`src/hdl/ffba_pkg.sv`:
```
// Shared types and codes for the first-fit block allocator.
`timescale 1ns / 1ps
package ffba_pkg;

    typedef enum logic [1:0] {
        REQ_ALLOC   = 2'd0,
        REQ_FREE    = 2'd1,
        REQ_SUM     = 2'd2,
        REQ_LARGEST = 2'd3
    } t_req;

    typedef enum logic [1:0] {
        ST_OK       = 2'd0,
        ST_NOSPACE  = 2'd1,
        ST_NOTALLOC = 2'd2
    } t_status;

    typedef enum logic [3:0] {
        S_IDLE,
        S_FMT0,
        S_FMT1,
        S_RD,
        S_HDR,
        S_MRG,
        S_EVAL,
        S_SPLIT,
        S_NXT
    } t_state;

    typedef enum logic [1:0] {
        RD_W,
        RD_NEXT_RD,
        RD_NEXT_MRG
    } t_rd_sel;

    typedef struct packed {
        logic    load_req;
        logic    load_fmt;
        logic    fmt_wr0;
        logic    fmt_wr1;
        logic    hdr;
        logic    merge;
        t_rd_sel rd_sel;
        logic    step;
        logic    acc;
        logic    alloc_wr;
        logic    split_wr;
        logic    free_wr;
        logic    finish;
        t_status fin_status;
    } t_cmd;

    typedef struct packed {
        logic is_alloc;
        logic is_free;
        logic size_zero;
        logic rd_zero;
        logic rd_pos;
        logic rd_neg;
        logic fits;
        logic split;
        logic addr_eq;
        logic addr_gt;
    } t_sts;

endpackage

```
`src/hdl/ffba_ctrl.sv`:
```
// Controller state machine for the allocator walk.
`timescale 1ns / 1ps
module ffba_ctrl (
    input  logic          i_clk,
    input  logic          i_rst_n,
    input  logic          i_start,
    input  logic          i_cfg_we,
    input  ffba_pkg::t_sts i_sts,
    output ffba_pkg::t_cmd o_cmd,
    output logic          o_busy
);
    import ffba_pkg::*;

    t_state r_state;
    t_state n_state;
    t_cmd   cmd;

    always_ff @(posedge i_clk) begin
        if (!i_rst_n) begin
            r_state <= S_FMT0;
        end else begin
            r_state <= n_state;
        end
    end

    always_comb begin
        n_state = r_state;
        case (r_state)
            S_IDLE: begin
                if (i_start) n_state = S_RD;
            end
            S_FMT0: n_state = S_FMT1;
            S_FMT1: n_state = S_IDLE;
            S_RD: begin
                if (i_sts.is_alloc && i_sts.size_zero) n_state = S_IDLE;
                else n_state = S_HDR;
            end
            S_HDR: begin
                if (i_sts.rd_zero) n_state = S_IDLE;
                else if (i_sts.is_free) begin
                    if (i_sts.addr_eq || i_sts.addr_gt) n_state = S_IDLE;
                    else n_state = S_NXT;
                end else if (i_sts.rd_pos) n_state = S_MRG;
                else n_state = S_NXT;
            end
            S_MRG: begin
                if (!i_sts.rd_pos) n_state = S_EVAL;
            end
            S_EVAL: begin
                if (i_sts.is_alloc && i_sts.fits) begin
                    n_state = i_sts.split ? S_SPLIT : S_IDLE;
                end else begin
                    n_state = S_NXT;
                end
            end
            S_SPLIT: n_state = S_IDLE;
            S_NXT:   n_state = S_RD;
            default: n_state = S_IDLE;
        endcase
        if (i_cfg_we) n_state = S_FMT0;
    end

    always_comb begin
        cmd = '0;
        cmd.rd_sel = RD_W;
        cmd.fin_status = ST_OK;
        case (r_state)
            S_IDLE: begin
                cmd.load_req = i_start && !i_cfg_we;
            end
            S_FMT0: cmd.fmt_wr0 = 1'b1;
            S_FMT1: cmd.fmt_wr1 = 1'b1;
            S_RD: begin
                if (i_sts.is_alloc && i_sts.size_zero) begin
                    cmd.finish = 1'b1;
                    cmd.fin_status = ST_NOSPACE;
                end
            end
            S_HDR: begin
                cmd.hdr = 1'b1;
                if (i_sts.rd_zero) begin
                    cmd.finish = 1'b1;
                    if (i_sts.is_alloc) cmd.fin_status = ST_NOSPACE;
                    else if (i_sts.is_free) cmd.fin_status = ST_NOTALLOC;
                end else if (i_sts.is_free) begin
                    if (i_sts.addr_eq) begin
                        cmd.finish = 1'b1;
                        if (i_sts.rd_neg) cmd.free_wr = 1'b1;
                        else cmd.fin_status = ST_NOTALLOC;
                    end else if (i_sts.addr_gt) begin
                        cmd.finish = 1'b1;
                        cmd.fin_status = ST_NOTALLOC;
                    end
                end else if (i_sts.rd_pos) begin
                    cmd.rd_sel = RD_NEXT_RD;
                end
            end
            S_MRG: begin
                if (i_sts.rd_pos) begin
                    cmd.merge = 1'b1;
                    cmd.rd_sel = RD_NEXT_MRG;
                end
            end
            S_EVAL: begin
                if (i_sts.is_alloc) begin
                    if (i_sts.fits) begin
                        cmd.alloc_wr = 1'b1;
                        cmd.finish = !i_sts.split;
                    end
                end else begin
                    cmd.acc = 1'b1;
                end
            end
            S_SPLIT: begin
                cmd.split_wr = 1'b1;
                cmd.finish = 1'b1;
            end
            S_NXT: cmd.step = 1'b1;
            default: cmd = cmd;
        endcase
        if (i_cfg_we) begin
            cmd = '0;
            cmd.rd_sel = RD_W;
            cmd.fin_status = ST_OK;
            cmd.load_fmt = 1'b1;
        end
    end

    assign o_cmd  = cmd;
    assign o_busy = (r_state != S_IDLE);
endmodule

```
`config.mk`:
```
export PLATFORM = sky130hd
export DESIGN_NAME = ffba_ctrl
export DESIGN_NICKNAME = d
export VERILOG_FILES = /design/src/hdl/ffba_pkg.sv /design/src/hdl/ffba_ctrl.sv
export SDC_FILE = /design/constraint.sdc
export NUM_CORES = 1
export LEC_CHECK = 0
export BUFFER_PORTS_ARGS = -buffer_cell sky130_fd_sc_hd__buf_2
export CORE_AREA = 2 2 40 42
export DETAILED_ROUTE_END_ITERATION = 12
export DIE_AREA = 0 0 42 44
export GPL_ROUTABILITY_DRIVEN = 0
export MAX_ROUTING_LAYER = met4
export PLACE_DENSITY_LB_ADDON = 0.3
export SLEW_MARGIN = 0
export SYNTH_ARGS = -nofsm -noshare
export SYNTH_HDL_FRONTEND = slang
export SYNTH_SLANG_ARGS = --single-unit
```
`constraint.sdc`:
```
create_clock -name i_clk -period 1.36 [get_ports i_clk]
set_input_delay 0.204 -clock i_clk [delete_from_list [all_inputs] [get_ports i_clk]]
set_output_delay 0.204 -clock i_clk [all_outputs]
set_load 0.005 [all_outputs]
```
==> out/results.txt, run 1 <==
After routing the design area is 938 sq um. The count of clock tree sinks is 4, and the portion of total power attributed to combinational logic is 40.6%. The worst hold path belongs to the class in -> reg. Maximum count of clock buffers along a single path: 2. The largest total area in the synthesized netlist belongs to dfxtp_1.

After legalization and detailed placement, the total HPWL measured 1.28 mm. The post-route non-filler standard cell count was 135; the number of global-route vias before repair was 632. After clock tree synthesis, the clock-pin slew on the worst setup and hold paths is 40 ps. After detailed routing, the number of vias per cell comes to 5.33. The level count of the clock H-tree is 1. Entering global routing, the biggest net connects 10 pins. The normalized max-slew margin is 80.9%, and the sequential fraction of design power is 28.2%.

The logs give 0 for the number of pins exceeding their max-slew limit in the final report and 126 for the placed instance count. VDD sags by at most 0.421 mV. In the synthesized netlist, the number of instances is 75. Reported net switching power: 0.000144 W. The wire length of the first global-routing pass was 2.64 mm. The highest clock frequency the design can meet was 0.615 GHz.

Dividing the final minimum period by the clock period gives 120%. The final route contains 720 vias. The worst path in the final design needs a cycle of 1630 ps, including I/O delays and setup. The largest registers in the layout are r_state (4). TritonCTS built the clock tree. In the post-synthesis netlist, the biggest area contributors are dfxtp_1 14%, nor2_1 8.8%, buf_6 6.1%. The kind of start point of the critical path was a flip-flop.

The detailed-router iteration count before antenna repair was 4; the share of the synthesized netlist area taken by xor and xnor gates was 0%. In the synthesized netlist the dominant register cell turns out to be dfxtp_1. For this run, the number of Yosys warnings is 0. Along the worst path, the maximum fanout reaches 8. The tools report the number of clock buffers inserted by TritonCTS as 3.

After the last flow step, the layout net total stands at 135. Synthesis instantiated 35 different standard cells from the library. The tools report the share of synthesized area occupied by flip-flops and latches as 14.4%. The internal power consumption is 0.000313 W.

The quantity of I/O buffers inserted on ports is 30. The endpoint class of the critical path is an output pin. Setup repair after global routing could not meet its margin everywhere. The data required time at the worst endpoint is 1160 ps, and the arrival time at the worst endpoint is 1420 ps.

The logs give 0 for the max-capacitance violation count and -60 ps for the reg2reg setup slack. The cell area after placement was 785 sq um. The final-report hold violation count is 0, and the post-route total power is 0.000457 W. From synthesis to final layout, the design area changed by 68.5%.

Once the floorplan was initialized, standard cells occupied 39.2% of the core. The number of storage elements in the synthesis netlist works out to 4. In the synthesized netlist the async set-or-reset flop fraction comes to 0%. In this run the clock root is driven by a clkbuf_4. The region available for standard cell placement spans 1420 sq um. The synthesized netlist devotes 22.2% of its cell area to compound gates. The initial antenna violation count came out at 0.

After detailed routing, the total wire length is 1.88 mm. In the layout the commonest cells are 29 x buf_2, 13 x buf_4, 10 x nor2_1. Before CTS, the worst setup slack after placement is -33.5 ps. The most common cell after layout, fill and taps aside was buf_2. In this run the power density over the cells is 487 nW/um^2. The die height was 44 um; the share of cells above drive strength 1 was 63.9%.

0 antenna diodes ended up in the layout. For the DRC violation total after the first TritonRoute iteration, the log shows 12. The switching power as a share of total power is 31.4%. The part of the total power dissipated in the clock network was 31.3%.

The clock arrives with 0.899 ps of skew. Summing the areas of all and, or, nand and nor instances in the mapped netlist gives 48.5% of the synthesized area. For this design the static power due to leakage is 0.418 nW.

The transition time of the tightest slew-check pin is 285 ps. The register with the most flip-flops in the layout has 4 of them. The final reports fail on setup timing. The synthesized netlist occupies a cell area of 557 sq um. The synthesized design contains 0 enable-type register cells.

After detailed routing, the number of remaining DRC violations is 0. The run gives 0 as the leftover overflow at the end of global routing. The die area was 1850 sq um. Measured against the total synthesized area, the mux share comes to 3.82%. In the global route stage, overall resource usage came out at 19.6%.

The run finished, with violations left. In this run the remaining antenna-violating nets after routing total 0. The x dimension of the die was 42 um. The setup violation total in the final timing report came out at 16.

The worst setup path is of the reg -> out kind. The tools report the number of cell rows as 14. The average wire length per cell after detail routing is 13.9 um. For the worst-skew pair, the clock arrives at the later sink with an insertion delay of 230 ps. The worst setup margin was -265 ps. The main combinational cell family by area after synthesis is simple AND/OR/NAND/NOR gates. The total I/O pin count was 31. The mean cell area of the mapped netlist came out at 7.42 sq um. The register name with the most flops is r_state. The synthesized design devotes to its leading area cell type 14.4% of total area. The post-synthesis net count was 89.

After filler insertion, the fill cell instance count of the layout stands at 117. Adder-cell share of the synthesized area: 0%. The tools report the accumulated negative setup slack as -2590 ps.
## logic make-up (layout without fill, tap and decap cells)
family / Yosys count / count (layout)
and+or+nand+nor: 45 / 45
AOI/OAI and AO/OA: 16 / 16
buffers and inverters: 8 / 52
DFF: 4 / 4
muxes: 2 / 2
## synth_stat cells, types with 2 or more instances
library cell / n
nor4_1: 2
dfxtp_1: 4
and2_1: 2
nor3_2: 3
buf_6: 3
nor3_1: 5
nand2_1: 5
nor2_1: 13
nor3b_1: 2
nand2b_1: 4
buf_4: 2
nor2b_1: 3
o21a_1: 2
a21oi_1: 3
o21ai_1: 2
## area by class of cell
type / instances / area, sq um / share of cell area [%]
clock buffers: 3 / 22.5 / 2.40
inverters: 1 / 3.75 / 0.400
multi-input cells: 63 / 477 / 50.8
repair buffers: 48 / 328 / 34.9
flip-flops and latches: 4 / 87.6 / 9.33
well taps: 16 / 20.0 / 2.13
## power by group through the flow
stage,Sequential (W),Combinational [W],Clock (W)
6_report,0.000129,0.000185,0.000143
5_1_grt,0.000130,0.000200,0.000163
4_1_cts,0.000128,0.000159,0.000153
3_5_place_dp,0.000130,0.000149,0
3_3_place_gp,0.000130,0.000147,0
2_1_floorplan,0.000127,0.0000850,0
## metrics by stage
stage | hold slack [ps] | util, %
floorplan | 343 | -
global placement | 522 | 55.3
detailed placement | 511 | 55.3
CTS | 280 | 60.4
global route | 317 | 66.1
finish | 306 | 66.1
## metal layers
layer	vias up	track usage [%]	part of all wire, %
li1	362	-	-
met1	335	20.9	40
met2	21	34.1	56
met3	2	2.92	3.4
met4	0	12.3	0.53
met5	-	-	0
## worst paths after layout
kind | from | end | depth (start not counted)
worst max-delay path | r_state[1] | o_cmd[0] | 6
worst min-delay path | i_sts[2] | r_state[1] | 3
worst max register to register | r_state[1] | r_state[0] | 6
worst min register to register | r_state[3] | r_state[2] | 4
## what timing repair did
| item | in CTS | in global routing |
|---|---|---|
| gates resized for setup | 12 | 11 |
| setup buffers | 1 | 5 |
| cloned | 0 | 0 |
| endpoints found under the hold margin | 0 | 0 |
| pin swaps | 8 | 8 |
| hold buffers | 0 | 0 |
| setup endpoints to repair | 17 | 19 |
## worst max-delay path, cell delays in order (launching register included)
cell and delay [ps]:
dfxtp_2 330, buf_12 130, buf_4 130, nor2_4 90, a31oi_1 100, nor4b_1 250
buf_2 160
Power figures use the tool's default switching activity.
==> inputs of run 2 (changes only) <==
BUFFER_PORTS_ARGS = unset   (was -buffer_cell sky130_fd_sc_hd__buf_2)
DONT_BUFFER_PORTS = 1   (was unset)
==> run 2 against run 1 <==
Against the previous run:
- largest power group is now clock
- final area down 20%
- core utilization down 13 points
- hold slack worse by 180 ps
- the run still ends with setup timing left
==> out/results.txt, run 2 (synthesis results as in run 1) <==
The setup path with the least slack is of type reg -> out. For this design the static power due to leakage is 0.246 nW. After global routing the overflow that remains totals 0.

The highest net fanout along the worst path was 7; the number of pins exceeding their max-slew limit in the final report was 0. VDD sags by at most 0.307 mV. In this run the tightest slew margin relative to its limit is 81.1%.

The die height came out at 44 um. The time the worst path needs with I/O delays and setup was 1490 ps; the cell area after placement was 587 sq um. In the routed layout, each cell is associated on average with a via count of 5.97. Number of clock buffers inserted by TritonCTS: 3. On the critical path, the stage with the largest delay is an instance of dfxtp_2. The clock latency on the worst-skew pair came out at 230 ps.

The number of global-route vias before repair was 584. The largest registers in the layout are r_state (4). Final cell utilization of the core: 52.7%.

TritonCTS built the clock tree. The layout has 130 filler cells. The die area was 1850 sq um; the transition time of the tightest slew-check pin was 282 ps. The quantity of I/O buffers inserted on ports is 0. The tree is rooted in a clkbuf_4. The tools report the standard cell core area as 1420 sq um. The total via count after detailed routing is 591, and the data required time at the worst endpoint is 1160 ps.

Broken down by cell family, the worst path's largest delay share belongs to simple AND/OR/NAND/NOR gates. The worst setup path is captured at an output pin. The half-perimeter wire length after detailed placement was 1.13 mm; the x dimension of the die was 42 um. The worst clock skew on the final layout came out at 0.0242 ps. The final-report hold violation count is 0.

In the final layout, the share of cells above drive strength 1 is 54.2%. The first global-routing pass estimated 2.52 mm of wire. Final antenna diode count: 0.

The flow ran to the end, but the final reports show violations. The number of nets in the final layout is 99, and the arrival time at the worst endpoint is 1280 ps. The maximum count of clock buffers along a single path came out at 2. The detailed-router iteration count before antenna repair is 4. The largest stage delay on the critical path is 340 ps.

For the count of hold buffers inserted by post-cts repair, the log shows 0. Timing would allow up to 0.672 GHz. For this run, the total global-route usage over all layers was measured as 18.6%. The number of buffer and inverter instances along the worst setup path is 1, and the initial antenna violation count is 0. More flip-flops sit in one register than any other, and that register is r_state. Row generation in the floorplan step produced 14 rows.

In the layout the commonest cells are 10 x nor2_1, 10 x buf_4, 6 x nor3_2. The tools report the total I/O pin count as 31. The clock net in this run drives a total of 4 sinks. In the routed design, unresolved DRC markers number 0. For the effective utilization at floorplan, the log shows 39.2%. Traced cell by cell, the critical path runs through buf_6 > nor4_4 > nand2_2 > a211oi_2. Once detail routing completed, the nets flagged for antenna violations numbered 0. Setup violations remaining at the end of the flow were counted as 9.

In the finished design, the share of the clock period the worst path needs comes to 109%. For the worst setup margin, the log shows -129 ps. The checks that failed: setup timing. Compared with the post-synthesis result, the final layout area differs by 34.4%. Across the run, the number of max-cap violations was 0.

Total power per unit cell area: 525 nW/um^2. Clock-pin slew was measured on the worst setup and hold paths at 40 ps. The flip-flop count of the largest register, all copies and words added was 4. The run gives 748 sq um as the post-route cell area. The detailed router finished its first iteration with 12 violations. After detailed routing, the average wire length per cell comes to 15.8 um. Level count of the clock H-tree: 1. Setup repair after global routing could not meet its margin everywhere. The routed design has 1.56 mm of wire. The kind of start point of the critical path was a flip-flop. For the pin count of the biggest net entering global routing, the log shows 13.

The kind of path behind the tightest hold check was in -> reg.
## run 2: changes by cell type in the layout (fill, tap and decap cells not counted), sizes merged
cell	change
buf	-36
## run 2: layer usage
metal  vias up  global-route usage (%)  wire length, um
met5         -                       -                0
li1        286                       -                -
met1       283                    20.0              575
met3         4                    3.33               88
met4         0                    11.6               27
met2        18                    31.6              869
## run 2: layout make-up
type                            instances  area [sq um]  share of cell area, %
Clock buffer                            3          22.5                   3.01
Inverter                                1          3.75                  0.502
Multi-Input combinational cell         63           517                   69.1
Sequential cell                         4          87.6                   11.7
Tap cell                               16          20.0                   2.68
Timing Repair Buffer                   12          97.6                   13.0
## run 2: through the flow
stage               worst slack, ps  power, W  hold WS (ps)  cells  setup TNS [ps]
floorplan                     -12.8  0.000211           343     75           -12.8
global placement              -22.7  0.000224           380     93           -22.7
detailed placement            -21.0  0.000224           376     93           -21.0
CTS                            -139  0.000386           130     97            -875
global route                   -247  0.000432           114     99           -1880
finish                         -129  0.000393           127     99            -829
## run 2: final timing paths
kind	startpoint	to	slack (ps)	depth (start not counted)
min reg2reg	r_state[3]	r_state[0]	730	3
min	i_cfg_we	r_state[0]	130	2
max	r_state[1]	o_cmd[1]	-130	4
max reg2reg	r_state[0]	r_state[0]	50	4
## run 2: report_power, final
group          internal (W)  leakage [nW]  switching [W]  total, W
sequential         0.000122        0.0341     0.00000752  0.000130
clock             0.0000985        0.0138      0.0000456  0.000144
combinational     0.0000566         0.198      0.0000622  0.000119
## run 2: repair_timing
| item | 4_1_cts | 5_1_grt |
|---|---|---|
| resized for setup | 16 | 12 |
| pin swaps | 3 | 5 |
| endpoints found under the setup margin | 17 | 17 |
| buffers inserted | 1 | 2 |
